==> src/cspt_pkg.sv <==
// shared types, constants and codes for the copy-on-write group tracker
`timescale 1ns / 1ps

package cspt_pkg;

    // table geometry
    localparam int GROUP_SLOTS     = 64;
    localparam int PAGES_PER_GROUP = 128;

    // field widths
    localparam int ADDR_W = 56;
    localparam int ID_W   = 16;
    localparam int CNT_W  = 8;
    localparam int OP_W   = 3;
    localparam int ST_W   = 2;

    // slot index, and slot count that can hold the slot total itself
    localparam int SLOT_W  = (GROUP_SLOTS > 1) ? $clog2(GROUP_SLOTS) : 1;
    localparam int SLOT_CW = $clog2(GROUP_SLOTS + 1);

    // page index within a list, and list fill that can hold the list length
    localparam int PAGE_W  = (PAGES_PER_GROUP > 1) ? $clog2(PAGES_PER_GROUP) : 1;
    localparam int PAGE_CW = $clog2(PAGES_PER_GROUP + 1);

    // flat page store
    localparam int PAGE_DEPTH = GROUP_SLOTS * PAGES_PER_GROUP;
    localparam int PAGE_AW    = (PAGE_DEPTH > 1) ? $clog2(PAGE_DEPTH) : 1;

    // id that means no group
    localparam logic [ID_W-1:0]  NO_GROUP = {ID_W{1'b1}};
    localparam logic [CNT_W-1:0] CNT_MAX  = {CNT_W{1'b1}};

    typedef enum logic [OP_W-1:0] {
        OP_CREATE = 3'd0,
        OP_ADD    = 3'd1,
        OP_QUERY  = 3'd2,
        OP_INC    = 3'd3,
        OP_DEC    = 3'd4,
        OP_READ   = 3'd5
    } t_opcode;

    typedef enum logic [ST_W-1:0] {
        ST_OK       = 2'd0,
        ST_NOGROUP  = 2'd1,
        ST_NOTFOUND = 2'd2,
        ST_FULL     = 2'd3
    } t_status;

    // one group slot: id, process count and list fill
    typedef struct packed {
        logic [ID_W-1:0]    id;
        logic [CNT_W-1:0]   count;
        logic [PAGE_CW-1:0] fill;
    } t_slot;

    typedef struct packed {
        logic              en;
        logic [SLOT_W-1:0] addr;
        t_slot             data;
    } t_slot_wr;

    typedef struct packed {
        logic               en;
        logic [PAGE_AW-1:0] addr;
        logic [ADDR_W-1:0]  data;
    } t_page_wr;

    // one result item
    typedef struct packed {
        logic             is_shared;
        logic [CNT_W-1:0] proc_count;
        t_status          status;
    } t_result;

endpackage

==> src/cspt_slot_mem.sv <==
// group slot table: one synchronous read port, one write port
`timescale 1ns / 1ps

module cspt_slot_mem import cspt_pkg::*; (
    input  logic              i_clk,
    input  logic [SLOT_W-1:0] i_rd_addr,
    output t_slot             o_rd_data,
    input  t_slot_wr          i_wr
);

    t_slot r_mem [GROUP_SLOTS];

    // write port
    always_ff @(posedge i_clk) begin
        if (i_wr.en) begin
            r_mem[i_wr.addr] <= i_wr.data;
        end
    end

    // registered read
    always_ff @(posedge i_clk) begin
        o_rd_data <= r_mem[i_rd_addr];
    end

endmodule

==> config.mk <==
export PLATFORM = sky130hd
export DESIGN_NAME = cspt_slot_mem
export DESIGN_NICKNAME = d
export VERILOG_FILES = /design/src/cspt_pkg.sv /design/src/cspt_slot_mem.sv
export SDC_FILE = /design/constraint.sdc
export NUM_CORES = 2
export LEC_CHECK = 0
export BUFFER_PORTS_ARGS = -buffer_cell sky130_fd_sc_hd__buf_2
export CORE_MARGIN = 2
export CORE_UTILIZATION = 46
export CTS_BUF_LIST = sky130_fd_sc_hd__clkbuf_16
export CTS_CLUSTER_DIAMETER = 150
export DETAILED_ROUTE_END_ITERATION = 8
export SKIP_LAST_GASP = 1
export SYNTH_ARGS = -nofsm -noshare
export SYNTH_HDL_FRONTEND = slang
export SYNTH_SLANG_ARGS = --single-unit
export TNS_END_PERCENT = 10
==> constraint.sdc <==
create_clock -name i_clk -period 4.5 [get_ports i_clk]
set_input_delay 0.225 -clock i_clk [delete_from_list [all_inputs] [get_ports i_clk]]
set_output_delay 0.225 -clock i_clk [all_outputs]
set_load 0.05 [all_outputs]
======== Word-level counts from Yosys, hierarchy flattened ========
Memories as Yosys holds them, arrays and structs flattened. A register that Yosys moved wholly into a read port is not among the register bits.
Cells that the tools add are included.
storage, ports and cells
  word-level logic and storage cells ...... 3
  output and inout bits ................... 32
  memories kept ........................... 1
  register bits ........................... 0
  input port bits ......................... 46
  bits in writable memories ............... 2,048
cells by class
  mux-type cells .......................... 2
memories
  memory  depth  width  rd ports  clocked after Yosys merged registers in  write ports  RTL line             source
  r_mem   64     32     1         1                                        1            cspt_slot_mem.sv:11  t_slot r_mem [GROUP_SLOTS];
operators by type and width
  operator          number
  1-bit 2-to-1 mux  2

======== Longest topological paths before layout ========
  depth after elaboration ................. 2
  gate-level depth with buffers ........... 10
  depth with buffers taken out ............ 5

======== Worst setup path after synthesis ========
OpenSTA, ideal clock, no wires.
  path kind ............................... input port to flip-flop
  start point ............................. input i_wr[35] in the netlist's numbering
  end point ............................... memory r_mem[48][0] in the netlist's numbering, enable pin
  setup slack ............................. 1.115 ns
  library setup time ...................... 0.461 ns
  stages on the path ...................... 4
  buffers on the path ..................... 1
  data arrival time ....................... 2.924 ns
  path through ............................ clkbuf_1 nor2b_1 nand4b_1 nor3_1
RTL lines
  element             RTL line             source
  start: declaration  cspt_slot_mem.sv:8   input t_slot_wr i_wr
  end: declaration    cspt_slot_mem.sv:11
No word-level cell before the write port.

==> flow_metrics.py <==
metrics = {
    "run_status": {
        "status": "finished, final reports clean",
    },
    "routing": {
        "vias": 36700,
        "postRouteAntennaNets": 0,
        "drt_iter0_drc": 4615,
        "avgViaCountPerCell": 6.12,
        "first_pass_iters": 7,
        "drc_errors": 0,
        "routed_wl_mm": 202,
        "routedWlPerCell_um": 33.7,
    },
    "setup_path": {
        "timing.rr.start": "r_mem[2][13]",
        "critPathMaxFanout": 73,
        "cp-end-kind": "register",
        "cpMostUsedCell": "mux4_2",
        "cp_slowest_cell": "o22ai_1",
        "crit_path_start_kind": "input port",
        "startpoint": "i_rd_addr[1]",
        "required_ns": 5.17,
        "max_stage_delay_ns": 0.59,
        "arrival_ns": 3.41,
        "path_cells": "buf_8 > buf_12 > buf_4 > mux4_2 > mux4_2 > o22ai_1 > nor2_1",
        "worstSetupPathType": "in -> reg",
    },
    "sta": {
        "fin_crit_sh_pct": 60.9,
        "hold_viol_final": 0,
        "max_freq_ghz": 0.365,
        "tns_ns": 0,
        "finalSetupViolations": 0,
        "slew_headroom_pct": 11.4,
        "rsz0062_at_grt": "false",
        "drv_slew": 0,
        "tightest_slew_ns": 1.33,
        "period_minus_slack_ns": 2.74,
        "skew_ns": 0.0267,
    },
    "synthesis": {
        "netlist_area_um2": 78500,
        "synth-edff-count": 2048,
        "syn_area_per_cell_um2": 23.6,
        "synth-seq-area-share_pct": 79.1,
        "synth_seq_cells": 2080,
        "syn_nets": 3370,
        "ys_types": 34,
        "async_flop_share_pct": 0,
        "yosys_warnings": 0,
        "ys_dominant_reg_cell": "edfxtp_1",
        "synth_cells": 3324,
    },
    "cts": {
        "cts_buffers": 207,
        "cts_buffer_depth": 3,
        "cts.clk_slew.worst_paths_ns": 0.06,
        "worstSkewPairLatency_ns": 0.82,
        "cts_max_level": 4,
        "cts_root_buffer": "clkbuf_16",
        "cts_tree": "built",
        "cts.sinks": 2080,
    },
    "global_route": {
        "grt_max_degree": 76,
        "grt_util_all_layers_pct": 23.3,
        "antenna_found_initial": 11,
        "grt_pass1_vias": 36800,
        "grt_overflow": 0,
        "grt_pass1_wl_mm": 285,
    },
    "floorplanning": {
        "start_util_pct": 46.3,
        "die_y_um": 417,
        "dieArea_um2": 174000,
        "num_rows": 151,
        "core_area_um2": 169000,
        "ios": 78,
        "die_w_um": 417,
    },
    "power": {
        "clockPowerShare_pct": 40.5,
        "powerDensity_nw_per_um2": 446,
        "pwr-share-seq_pct": 54.2,
        "p_leak_nw": 28.0,
        "p_comb_share_pct": 5.3,
        "power.internal_w": 0.0311,
        "netSwitchingPower_w": 0.00864,
        "swShare_pct": 21.7,
        "ir_worst_vdd_mv": 0.332,
    },
    "cells_and_area": {
        "nFillCells": 12800,
        "areaGrowthSynthToFinish_pct": 13.6,
        "drive_gt1_share_pct": 29.8,
        "fin_util_pct": 52.6,
        "final_nets": 3650,
        "layout_common_cells": "edfxtp_1 (2048), mux4_2 (544), clkbuf_16 (212)",
        "layout_commonest_cell": "edfxtp_1",
    },
    "placed_design": {
        "port_buffers": 77,
        "routabilityCongestion": 0.800,
        "hpwl_mm": 118,
    },
    "hold_path": {
        "min-delay-path-class": "in -> reg",
        "hold_start": "i_wr[3]",
    },
    "run": {
        "maxCapViolCount": 0,
    },
}
-- layout make-up --
type                    instances  area [um^2]  share of cell area, %
diodes                          4         10.0                 0.0112
clock buffers                 212         5310                   5.95
clock inverters               169         1010                   1.13
multi-input cells            1062        16000                   17.9
flip-flops and latches       2080        62100                   69.7
well taps                    2218         2780                   3.11
repair buffers                253         1990                   2.23
-- layer usage --
| layer | global-route usage [%] | wire length [um] | part of all wire [%] | vias up |
|---|---|---|---|---|
| li1 | - | - | - | 14800 |
| met1 | 33.3 | 83900 | 42 | 20200 |
| met2 | 37.8 | 99800 | 49 | 1440 |
| met3 | 3.34 | 13000 | 6.5 | 244 |
| met4 | 6.27 | 5130 | 2.5 | 2 |
| met5 | 0 | 9 | 0.0045 | - |
-- cell usage after synthesis, types with 12 or more instances --
master	n	share of area [%]
buf_4	25	0.24
mux2i_1	93	1.2
buf_1	21	0.10
nor2_1	137	0.65
o22ai_1	84	0.67
nor2b_1	15	0.12
dfxtp_1	32	0.82
edfxtp_1	2048	78
buf_2	57	0.36
clkbuf_1	74	0.35
o221ai_1	27	0.30
mux4_2	544	16
a21oi_1	62	0.40
nand2_1	26	0.12
a22oi_1	12	0.11
-- flip-flops by register name, indices dropped and copies added (netlist names) --
name	count
r_mem	2048
o_rd_data	32
-- worst max-delay path, delay by kind of cell --
family,cells,cell delay [ns]
simple gates,1,0.13
buf+inv,3,1.33
mux,2,0.88
compound gates,1,0.59
-- path summary, 6_finish.rpt --
path | end | slack, ns | cells past startpoint
setup / recovery | o_rd_data[13] | 1.76 | 7
hold / removal | r_mem[8][3] | 0.04 | 1
setup reg to reg | o_rd_data[13] | 2.24 | 4
hold reg to reg | o_rd_data[17] | 0.75 | 4
-- power by group through the flow --
stage / Combinational [W] / Sequential (W) / Clock (W)
6_report: 0.00212 / 0.0216 / 0.0161
5_1_grt: 0.00223 / 0.0216 / 0.0171
4_1_cts: 0.00215 / 0.0216 / 0.0163
3_5_place_dp: 0.00215 / 0.0220 / 0
3_3_place_gp: 0.00213 / 0.0220 / 0
2_1_floorplan: 0.00104 / 0.0220 / 0
-- what timing repair did --
| action | in CTS | in global routing |
|---|---|---|
| resized for setup | 0 | 0 |
| hold buffers | 2 | 0 |
| setup buffers | 0 | 0 |
| endpoints found under the hold margin | 25 | 0 |
-- metrics by stage --
step	hold slack [ns]	cells	instance area, um^2	worst slack [ns]	total power (W)
3_3_place_gp	0.712	5611	82900	0.899	0.0241
4_1_cts	0.00928	5994	89200	1.76	0.0400
6_report	0.0360	5998	89200	1.76	0.0398
3_5_place_dp	0.704	5611	82900	0.884	0.0241
2_1_floorplan	0.324	3324	78500	1.12	0.0231
5_1_grt	0.0444	5996	89200	1.77	0.0409
-- cell families after synthesis --
group / after synthesis / share of synthesized area (%)
multiplexers: 637 / 16.8
AO/OA/AOI/OAI: 202 / 1.67
flip-flops: 2080 / 79.1
AND/OR/NAND/NOR: 223 / 1.27
buffers and inverters: 182 / 1.13
Power figures use the tool's default switching activity.
