**src/cspt_pkg.sv**
```systemverilog
// shared types, constants and codes for the copy-on-write group tracker
`timescale 1ns / 1ps

package cspt_pkg;

    // table geometry
    localparam int GROUP_SLOTS     = 64;
    localparam int PAGES_PER_GROUP = 128;

    // field widths
    localparam int ADDR_W = 56;
    localparam int ID_W   = 16;
    localparam int CNT_W  = 8;
    localparam int OP_W   = 3;
    localparam int ST_W   = 2;

    // slot index, and slot count that can hold the slot total itself
    localparam int SLOT_W  = (GROUP_SLOTS > 1) ? $clog2(GROUP_SLOTS) : 1;
    localparam int SLOT_CW = $clog2(GROUP_SLOTS + 1);

    // page index within a list, and list fill that can hold the list length
    localparam int PAGE_W  = (PAGES_PER_GROUP > 1) ? $clog2(PAGES_PER_GROUP) : 1;
    localparam int PAGE_CW = $clog2(PAGES_PER_GROUP + 1);

    // flat page store
    localparam int PAGE_DEPTH = GROUP_SLOTS * PAGES_PER_GROUP;
    localparam int PAGE_AW    = (PAGE_DEPTH > 1) ? $clog2(PAGE_DEPTH) : 1;

    // id that means no group
    localparam logic [ID_W-1:0]  NO_GROUP = {ID_W{1'b1}};
    localparam logic [CNT_W-1:0] CNT_MAX  = {CNT_W{1'b1}};

    typedef enum logic [OP_W-1:0] {
        OP_CREATE = 3'd0,
        OP_ADD    = 3'd1,
        OP_QUERY  = 3'd2,
        OP_INC    = 3'd3,
        OP_DEC    = 3'd4,
        OP_READ   = 3'd5
    } t_opcode;

    typedef enum logic [ST_W-1:0] {
        ST_OK       = 2'd0,
        ST_NOGROUP  = 2'd1,
        ST_NOTFOUND = 2'd2,
        ST_FULL     = 2'd3
    } t_status;

    // one group slot: id, process count and list fill
    typedef struct packed {
        logic [ID_W-1:0]    id;
        logic [CNT_W-1:0]   count;
        logic [PAGE_CW-1:0] fill;
    } t_slot;

    typedef struct packed {
        logic              en;
        logic [SLOT_W-1:0] addr;
        t_slot             data;
    } t_slot_wr;

    typedef struct packed {
        logic               en;
        logic [PAGE_AW-1:0] addr;
        logic [ADDR_W-1:0]  data;
    } t_page_wr;

    // one result item
    typedef struct packed {
        logic             is_shared;
        logic [CNT_W-1:0] proc_count;
        t_status          status;
    } t_result;

endpackage

```
**src/cspt_seq.sv**
```systemverilog
// operation sequencer: slot scan, page list scan and write-back
`timescale 1ns / 1ps

module cspt_seq import cspt_pkg::*; (
    input  logic                    i_clk,
    input  logic                    i_rst_n,
    input  logic                    i_in_valid,
    output logic                    o_in_stall,
    input  logic [OP_W-1:0]         i_opcode,
    input  logic signed [ID_W-1:0]  i_group_id,
    input  logic [ADDR_W-1:0]       i_page_addr,
    output logic [SLOT_W-1:0]       o_slot_rd_addr,
    input  t_slot                   i_slot_data,
    output t_slot_wr                o_slot_wr,
    output logic [PAGE_AW-1:0]      o_page_rd_addr,
    input  logic [ADDR_W-1:0]       i_page_data,
    output t_page_wr                o_page_wr,
    output logic                    o_res_valid,
    output t_result                 o_res,
    input  logic                    i_res_take
);

    typedef enum logic [3:0] {
        S_IDLE = 4'b0001,
        S_SLOT = 4'b0010,
        S_PAGE = 4'b0100,
        S_OUT  = 4'b1000
    } t_state;

    t_state             r_state, n_state;
    logic [SLOT_CW-1:0] r_used, n_used;
    logic               r_pend, n_pend;
    logic [OP_W-1:0]    r_op, n_op;
    logic [ID_W-1:0]    r_id, n_id;
    logic [ADDR_W-1:0]  r_pa, n_pa;
    logic [SLOT_CW-1:0] r_sidx, n_sidx;
    logic [SLOT_W-1:0]  r_pend_sidx, n_pend_sidx;
    logic [PAGE_CW-1:0] r_pidx, n_pidx;
    logic [SLOT_W-1:0]  r_slot, n_slot;
    logic [CNT_W-1:0]   r_count, n_count;
    logic [PAGE_CW-1:0] r_fill, n_fill;
    t_result            r_res, n_res;

    logic               slot_issue, slot_hit, slot_done;
    logic               page_issue, page_hit, page_done;
    logic [PAGE_AW-1:0] list_base;
    logic [CNT_W-1:0]   new_count;

    // base of the current group's list in the page store
    assign list_base = PAGE_AW'(PAGE_AW'(r_slot) * PAGE_AW'(PAGES_PER_GROUP));

    // scan status
    assign slot_issue = (r_sidx < r_used);
    assign slot_hit   = r_pend && (i_slot_data.id == r_id);
    assign slot_done  = slot_hit || (!r_pend && !slot_issue);
    assign page_issue = (r_pidx < r_fill);
    assign page_hit   = r_pend && (i_page_data == r_pa);
    assign page_done  = page_hit || (!r_pend && !page_issue);

    // memory read addresses follow the scan counters
    assign o_slot_rd_addr = r_sidx[SLOT_W-1:0];
    assign o_page_rd_addr = list_base + PAGE_AW'(r_pidx[PAGE_W-1:0]);

    assign o_in_stall  = (r_state != S_IDLE);
    assign o_res_valid = (r_state == S_OUT);
    assign o_res       = r_res;

    // saturating count update
    always_comb begin
        new_count = i_slot_data.count;
        if (r_op == OP_INC && i_slot_data.count != CNT_MAX) begin
            new_count = i_slot_data.count + 1'b1;
        end else if (r_op == OP_DEC && i_slot_data.count != '0) begin
            new_count = i_slot_data.count - 1'b1;
        end
    end

    // next state and memory writes
    always_comb begin
        n_state     = r_state;
        n_used      = r_used;
        n_pend      = 1'b0;
        n_op        = r_op;
        n_id        = r_id;
        n_pa        = r_pa;
        n_sidx      = r_sidx;
        n_pend_sidx = r_pend_sidx;
        n_pidx      = r_pidx;
        n_slot      = r_slot;
        n_count     = r_count;
        n_fill      = r_fill;
        n_res       = r_res;
        o_slot_wr   = '{en: 1'b0, addr: r_slot,
                        data: '{id: r_id, count: r_count, fill: r_fill}};
        o_page_wr   = '{en: 1'b0, addr: list_base + PAGE_AW'(r_fill[PAGE_W-1:0]),
                        data: r_pa};

        case (r_state)
            S_IDLE: begin
                if (i_in_valid) begin
                    n_op   = i_opcode;
                    n_id   = i_group_id;
                    n_pa   = i_page_addr;
                    n_sidx = '0;
                    n_res  = '{is_shared: 1'b0, proc_count: '0, status: ST_OK};
                    if (!(i_opcode inside {[OP_CREATE:OP_READ]})) begin
                        n_state = S_OUT;
                    end else if (i_group_id == NO_GROUP) begin
                        n_res.status = ST_NOGROUP;
                        n_state      = S_OUT;
                    end else begin
                        n_state = S_SLOT;
                    end
                end
            end

            S_SLOT: begin
                // one slot read issued per cycle, compared in the cycle after
                n_pend      = slot_issue;
                n_pend_sidx = r_sidx[SLOT_W-1:0];
                if (slot_issue) begin
                    n_sidx = r_sidx + 1'b1;
                end
                if (slot_done) begin
                    n_pend  = 1'b0;
                    n_state = S_OUT;
                    if (r_op == OP_CREATE) begin
                        // first free slot is the next unused one
                        n_res.proc_count = slot_hit ? i_slot_data.count : '0;
                        if (r_used == SLOT_CW'(GROUP_SLOTS)) begin
                            n_res.status = ST_FULL;
                        end else begin
                            o_slot_wr.en   = 1'b1;
                            o_slot_wr.addr = r_used[SLOT_W-1:0];
                            o_slot_wr.data = '{id: r_id, count: '0, fill: '0};
                            n_used         = r_used + 1'b1;
                        end
                    end else if (!slot_hit) begin
                        n_res.status = ST_NOTFOUND;
                    end else begin
                        n_slot  = r_pend_sidx;
                        n_count = i_slot_data.count;
                        n_fill  = i_slot_data.fill;
                        case (r_op)
                            OP_INC, OP_DEC: begin
                                o_slot_wr.en     = 1'b1;
                                o_slot_wr.addr   = r_pend_sidx;
                                o_slot_wr.data   = '{id: r_id, count: new_count,
                                                     fill: i_slot_data.fill};
                                n_res.proc_count = new_count;
                            end
                            OP_ADD, OP_QUERY: begin
                                n_pidx  = '0;
                                n_state = S_PAGE;
                            end
                            default: begin
                                n_res.proc_count = i_slot_data.count;
                            end
                        endcase
                    end
                end
            end

            S_PAGE: begin
                // one list entry read per cycle up to the fill mark
                n_pend = page_issue;
                if (page_issue) begin
                    n_pidx = r_pidx + 1'b1;
                end
                if (page_done) begin
                    n_pend           = 1'b0;
                    n_state          = S_OUT;
                    n_res.proc_count = r_count;
                    if (r_op == OP_QUERY) begin
                        n_res.is_shared = page_hit;
                    end else if (!page_hit) begin
                        if (r_fill == PAGE_CW'(PAGES_PER_GROUP)) begin
                            n_res.status = ST_FULL;
                        end else if (r_pa != '0) begin
                            // append and bump the fill mark
                            o_page_wr.en   = 1'b1;
                            o_slot_wr.en   = 1'b1;
                            o_slot_wr.data = '{id: r_id, count: r_count,
                                               fill: r_fill + 1'b1};
                        end
                    end
                end
            end

            S_OUT: begin
                if (i_res_take) begin
                    n_state = S_IDLE;
                end
            end

            default: begin
                n_state = S_IDLE;
            end
        endcase
    end

    // control registers
    always_ff @(posedge i_clk) begin
        if (!i_rst_n) begin
            r_state <= S_IDLE;
            r_used  <= '0;
            r_pend  <= 1'b0;
        end else begin
            r_state <= n_state;
            r_used  <= n_used;
            r_pend  <= n_pend;
        end
    end

    // operation and scan registers
    always_ff @(posedge i_clk) begin
        r_op        <= n_op;
        r_id        <= n_id;
        r_pa        <= n_pa;
        r_sidx      <= n_sidx;
        r_pend_sidx <= n_pend_sidx;
        r_pidx      <= n_pidx;
        r_slot      <= n_slot;
        r_count     <= n_count;
        r_fill      <= n_fill;
        r_res       <= n_res;
    end

endmodule
```
**config.mk**
```make
export PLATFORM = sky130hd
export DESIGN_NAME = cspt_seq
export DESIGN_NICKNAME = d
export VERILOG_FILES = /design/src/cspt_pkg.sv /design/src/cspt_seq.sv
export SDC_FILE = /design/constraint.sdc
export NUM_CORES = 1
export LEC_CHECK = 0
export BUFFER_PORTS_ARGS = -buffer_cell sky130_fd_sc_hd__buf_2
export CAP_MARGIN = 20
export CORE_AREA = 2 2 150 152
export DETAILED_ROUTE_END_ITERATION = 7
export DIE_AREA = 0 0 152 154
export GPL_TIMING_DRIVEN = 0
export MAX_ROUTING_LAYER = met4
export PLACE_DENSITY = 0.62
export SLEW_MARGIN = 40
export SYNTH_ARGS = -nofsm -noshare
export SYNTH_HDL_FRONTEND = slang
export SYNTH_SLANG_ARGS = --single-unit
export TNS_END_PERCENT = 50
```
**constraint.sdc**
```tcl
create_clock -name i_clk -period 4.44 [get_ports i_clk]
set_clock_uncertainty 0.15 [all_clocks]
set_input_delay 0.222 -clock i_clk [delete_from_list [all_inputs] [get_ports i_clk]]
set_output_delay 0.222 -clock i_clk [all_outputs]
set_load 0.005 [all_outputs]
```
=== Word-level counts from Yosys, hierarchy flattened ===
Index checks and enable logic that the tools add are counted.
W data, S select, Z words.

* Add/sub/neg operators: 8
* Multiply operators: 0
* Div/mod/pow operators: 0
* Order comparisons: 4
* Equal/unequal tests: 32
* Shifts and indexed selects: 0
* Muxes and demuxes: 60
* Bitwise gates (word level): 2
* Reduce and logical (&&, ||, !) cells: 30

{| class="wikitable"
|+ Operator list
! kind !! number
|-
| $mux W39 || 5
|-
| $mux W8 || 14
|-
| $pmux W32 S2 || 1
|-
| $eq A56 B56 Y1 || 1
|-
| $reduce_bool A56 Y1 || 1
|-
| $mux W4 || 9
|-
| $pmux W8 S2 || 2
|-
| $pmux W10 S3 || 1
|-
| $add A13 B7 Y13 || 2
|-
| $add A8 B1 Y8 const B || 3
|-
| $mux W11 || 2
|-
| $ne A2 B2 Y1 const B || 11
|-
| $mux W10 || 2
|-
| $eq A16 B16 Y1 || 1
|-
| $eq A16 B16 Y1 const B || 1
|-
| $pmux W4 S4 || 1
|-
| $reduce_and A4 Y1 || 4
|-
| $add A7 B1 Y7 const B || 2
|-
| $mux W7 || 2
|-
| $pmux W7 S2 || 1
|-
| $ne A3 B3 Y1 const B || 4
|-
| $reduce_and A6 Y1 || 2
|-
| $mux W1 || 11
|-
| $mux W2 || 5
|-
| 31 further kinds || 48
|}

* Bits in registers: 141
* Latch bits: 0
* Bits in writable memories: 0
* Memory bits (read-only): 0
* Output and inout bits: 141
* Memories kept: 0

=== Longest topological paths before layout ===
* Depth in word-level cells: 9
* Mapped depth: 11

=== Worst setup path after synthesis ===
Ideal clock, no wire load.

* Path kind: reg2reg
* Start: reg r_id[0]
* End: reg r_count[0] (enable)
* Arrival: 3.341 ns
* Setup slack: 0.492 ns
* Stages on the path, launching flop included: 5
* Cells stage by stage: edfxtp_1 > xor2_1 > nor4_4 > nand3_2 > nor4_1

* Cells in the longest elaborated chain, start to end: 4

{| class="wikitable"
|+ RTL lines
! what !! RTL line !! text
|-
| from (decl) || cspt_seq.sv:34 || <nowiki>logic [ID_W-1:0] r_id, n_id;</nowiki>
|-
| from (signal assigned) || cspt_seq.sv:218 || <nowiki>r_id <= n_id;</nowiki>
|-
| $eq A16 B16 Y1 (*) || cspt_seq.sv:54 || <nowiki>assign slot_hit = r_pend && (i_slot_data.id == r_id);</nowiki>
|-
| $logic_and A1 B1 Y1 (*) || cspt_seq.sv:54 ||
|-
| $logic_or A1 B1 Y1 || cspt_seq.sv:55 || <nowiki>assign slot_done = slot_hit || (!r_pend && !slot_issue);</nowiki>
|-
| $reduce_and A4 Y1 (no line) (*) || -- ||
|-
| to (signal assigned) || cspt_seq.sv:224 || <nowiki>r_count <= n_count;</nowiki>
|-
| to (decl) || cspt_seq.sv:40 || <nowiki>logic [CNT_W-1:0] r_count, n_count;</nowiki>
|}

Mark *: on every way between the ends. The rest lies on a longest branch, timed or not.
A chain may end at the register's enable or synchronous reset.

==> results.py <==
metrics = {
    "global_routing": {
        "antenna_found_initial": 1,
        "grt_usage_pct": 22.60,
        "grt_pass1_wl_um": 39860,
        "grt_max_degree": 54,
        "grt-ovfl-total": 0,
        "grt_pass1_vias": 7198,
    },
    "worst_setup_path": {
        "crit_type": "flop to primary output",
        "rrSetupSlack_ns": 0.86,
        "r2r-end": "o_res[9]",
        "arrival_ns": 3.22,
        "critical_path_required_ns": 4.07,
        "r2r_cells": 8,
        "cp-end-kind": "primary output",
        "reg2reg_from": "r_pa[14]",
        "crit_fanout": 10,
        "cp-start-kind": "flop",
    },
    "clocking": {
        "cts_setup_buffers": 0,
        "post_cts_resized": 0,
        "clock_latency_ns": 0.43,
        "cts.sinks": 141,
        "clk_pin_slew_worst_paths_ns": 0.06,
        "clockBufferDepth": 2,
        "clockRootBuffer": "clkbuf_16",
        "htreeDepth": 4,
        "cts_hold_buffers": 92,
        "numCtsBuffers": 17,
        "cts_tree": "yes",
    },
    "layout": {
        "nNetsFinal": 1309,
        "syn_to_final_growth_pct": 45.27,
        "drive_above_1_share_pct": 35.83,
        "final_area_um2": 11270,
        "postLayoutCoreUtil_pct": 51.98,
        "layout_commonest_cell": "buf_2",
        "instances_no_fill": 1414,
        "final_cell_mix": "buf_2, edfxtp_1, dlygate4sd3_1, nand2_1, xnor2_1",
    },
    "route": {
        "wire_per_inst_um": 18.59,
        "detail-route-antenna-nets": 0,
        "drc": 0,
        "vias_per_cell": 5.066,
        "vias": 7164,
        "drtPass1Iterations": 5,
        "wl_um": 26280,
        "drtIter0Drc": 518,
    },
    "power": {
        "swShare_pct": 27.96,
        "seqPwrFrac_pct": 45.2,
        "peakVddDrop_mv": 0.2209,
        "pwr-share-clk_pct": 39.7,
        "leakagePower_nw": 4.697,
        "intPower_mw": 2.656,
        "powerDensity_nw_per_um2": 327.0,
        "combPwrFrac_pct": 15.1,
        "p_sw_mw": 1.031,
    },
    "placement": {
        "io_buffers": 307,
        "dp_cells": 1289,
        "gp_congestion": 0.9266,
        "dp_hpwl_um": 20110,
        "place_area_um2": 9742,
    },
    "sta": {
        "maxSlewViolCount": 0,
        "tightest_slew_ns": 0.8098,
        "finalSetupTns_ns": 0,
        "hold_viol_final": 0,
        "rsz0062_at_grt": "no",
        "clock.fmax_mhz": 278.7,
        "min_period_ns": 3.588,
        "fin_crit_sh_pct": 80.81,
        "finalSetupViolCount": 0,
        "slew_headroom_pct": 45.90,
    },
    "worst_hold_path": {
        "holdPathStages": 3,
        "hold_path.class": "primary input to flop",
        "hold_path_end": "r_state[0]",
        "min_from": "i_in_valid",
    },
    "flow_run": {
        "cap_violations": 0,
    },
    "synthesis": {
        "async_flop_share_pct": 0,
        "ys_ff_latch": 141,
        "synth_edf_count": 129,
        "synth_ff_type": "edfxtp_1",
        "synth_area_um2": 7761,
        "syn-num-nets": 884,
        "postSynthAreaPerCell_um2": 11.17,
        "yosysUniqueCellTypes": 71,
        "yosysSeqAreaShare_pct": 53.01,
        "yosysWarnings": 0,
        "syn_inst": 695,
    },
    "floorplan": {
        "die_width_um": 152,
        "row_count": 54,
        "dieArea_um2": 23410,
        "fp.coreArea_um2": 21690,
        "io_pins": 308,
        "die_h_um": 154,
        "initial_core_util_pct": 35.79,
    },
    "outcome": {
        "outcome": "finished, final reports clean",
    },
}
==> logic make-up (layout without fill, tap and decap cells) <==
logic type / Yosys count / count (layout) / synth area share (%)
muxes: 2 / 2 / 0.2580
adders and majority gates: 22 / 22 / 3.547
and+or+nand+nor: 241 / 241 / 17.33
AOI/OAI and AO/OA: 130 / 130 / 11.32
buffers and inverters: 75 / 513 / 5.062
xor gates and xnor gates: 84 / 84 / 9.479
DFF: 141 / 141 / 53.01
other: 0 / 1 / 0
==> routing by layer <==
metal	vias to the layer above	routed length, um	GRT usage [%]
met5	-	0	-
met4	0	892	9.390
met3	66	1672	3.805
met2	350	12580	36.92
met1	3324	11140	27.92
li1	3424	-	-
==> power by group through the flow <==
stage | registers, mW | logic [mW] | clock network [mW]
4_1_cts | 1.67 | 0.555 | 1.48
5_1_grt | 1.68 | 0.603 | 1.54
2_1_floorplan | 1.68 | 0.221 | 0
3_3_place_gp | 1.70 | 0.471 | 0
3_5_place_dp | 1.69 | 0.489 | 0
6_report | 1.67 | 0.557 | 1.46
==> worst max path at each step <==
stage	startpoint	to	slack (ns)	depth (start not counted)
finish	r_sidx[5]	o_slot_wr[6]	0.85	11
global route	r_sidx[5]	o_slot_wr[4]	0.59	11
CTS	r_sidx[2]	o_slot_wr[6]	0.81	11
detailed placement	r_pa[54]	o_res[3]	0.88	8
floorplan	r_id[0]	r_count[0]	0.49	4
global placement	r_id[9]	r_fill[7]	-0.98	4
==> cell usage after synthesis, types with 17 or more instances <==
library cell,number,area (um2)
ha_1,22,275.3
inv_1,32,120.1
nor2_1,44,165.2
nor4_1,24,150.1
edfxtp_1,129,3874
nand4_1,21,131.4
nand2_1,54,202.7
xnor2_1,45,394.1
xor2_1,39,341.6
buf_4,26,195.2
a21oi_1,31,155.2
nand3_1,17,85.08
o21ai_0,27,135.1
==> area by class of cell <==
class | instances | area (um2)
clock buffer | 17 | 425.4
timing repair buffer | 406 | 2515
buffer | 42 | 269.0
clock inverter | 15 | 171.4
multi-input combinational | 479 | 3298
fill | 1924 | 10410
antenna | 1 | 2.502
sequential | 141 | 4114
inverter | 33 | 128.9
tap | 280 | 350.3
==> critical path, stage by stage, from the launching register on <==
cell	delay (ns)
edfxtp_1	0.50
ha_1	0.27
nor3_1	0.24
a21boi_0	0.27
a2111oi_1	0.13
a21oi_2	0.41
o21bai_1	0.21
buf_2	0.28
a21oi_1	0.10
o21a_1	0.19
nand2_1	0.08
buf_2	0.12
==> per-stage QoR <==
stage | setup WS, ns | power [mW] | hold slack, ns
after CTS | 0.8136 | 3.703 | 0.05429
final | 0.8521 | 3.687 | 0.09184
after global routing | 0.5900 | 3.821 | 0.07012
after global placement | -0.9765 | 2.169 | 0.2488
after floorplan | 0.4915 | 1.901 | 0.1709
after detailed placement | 0.8840 | 2.182 | 0.2501
==> registers in the layout, summed over array words and instances, names as in the netlist, 7 cells and up <==
signal / flops
r_pa: 56
r_id: 16
r_sidx: 7
o_res: 11
r_used: 7
r_count: 8
r_fill: 8
r_pidx: 8
Note: power is estimated with default switching activity, not from simulation.
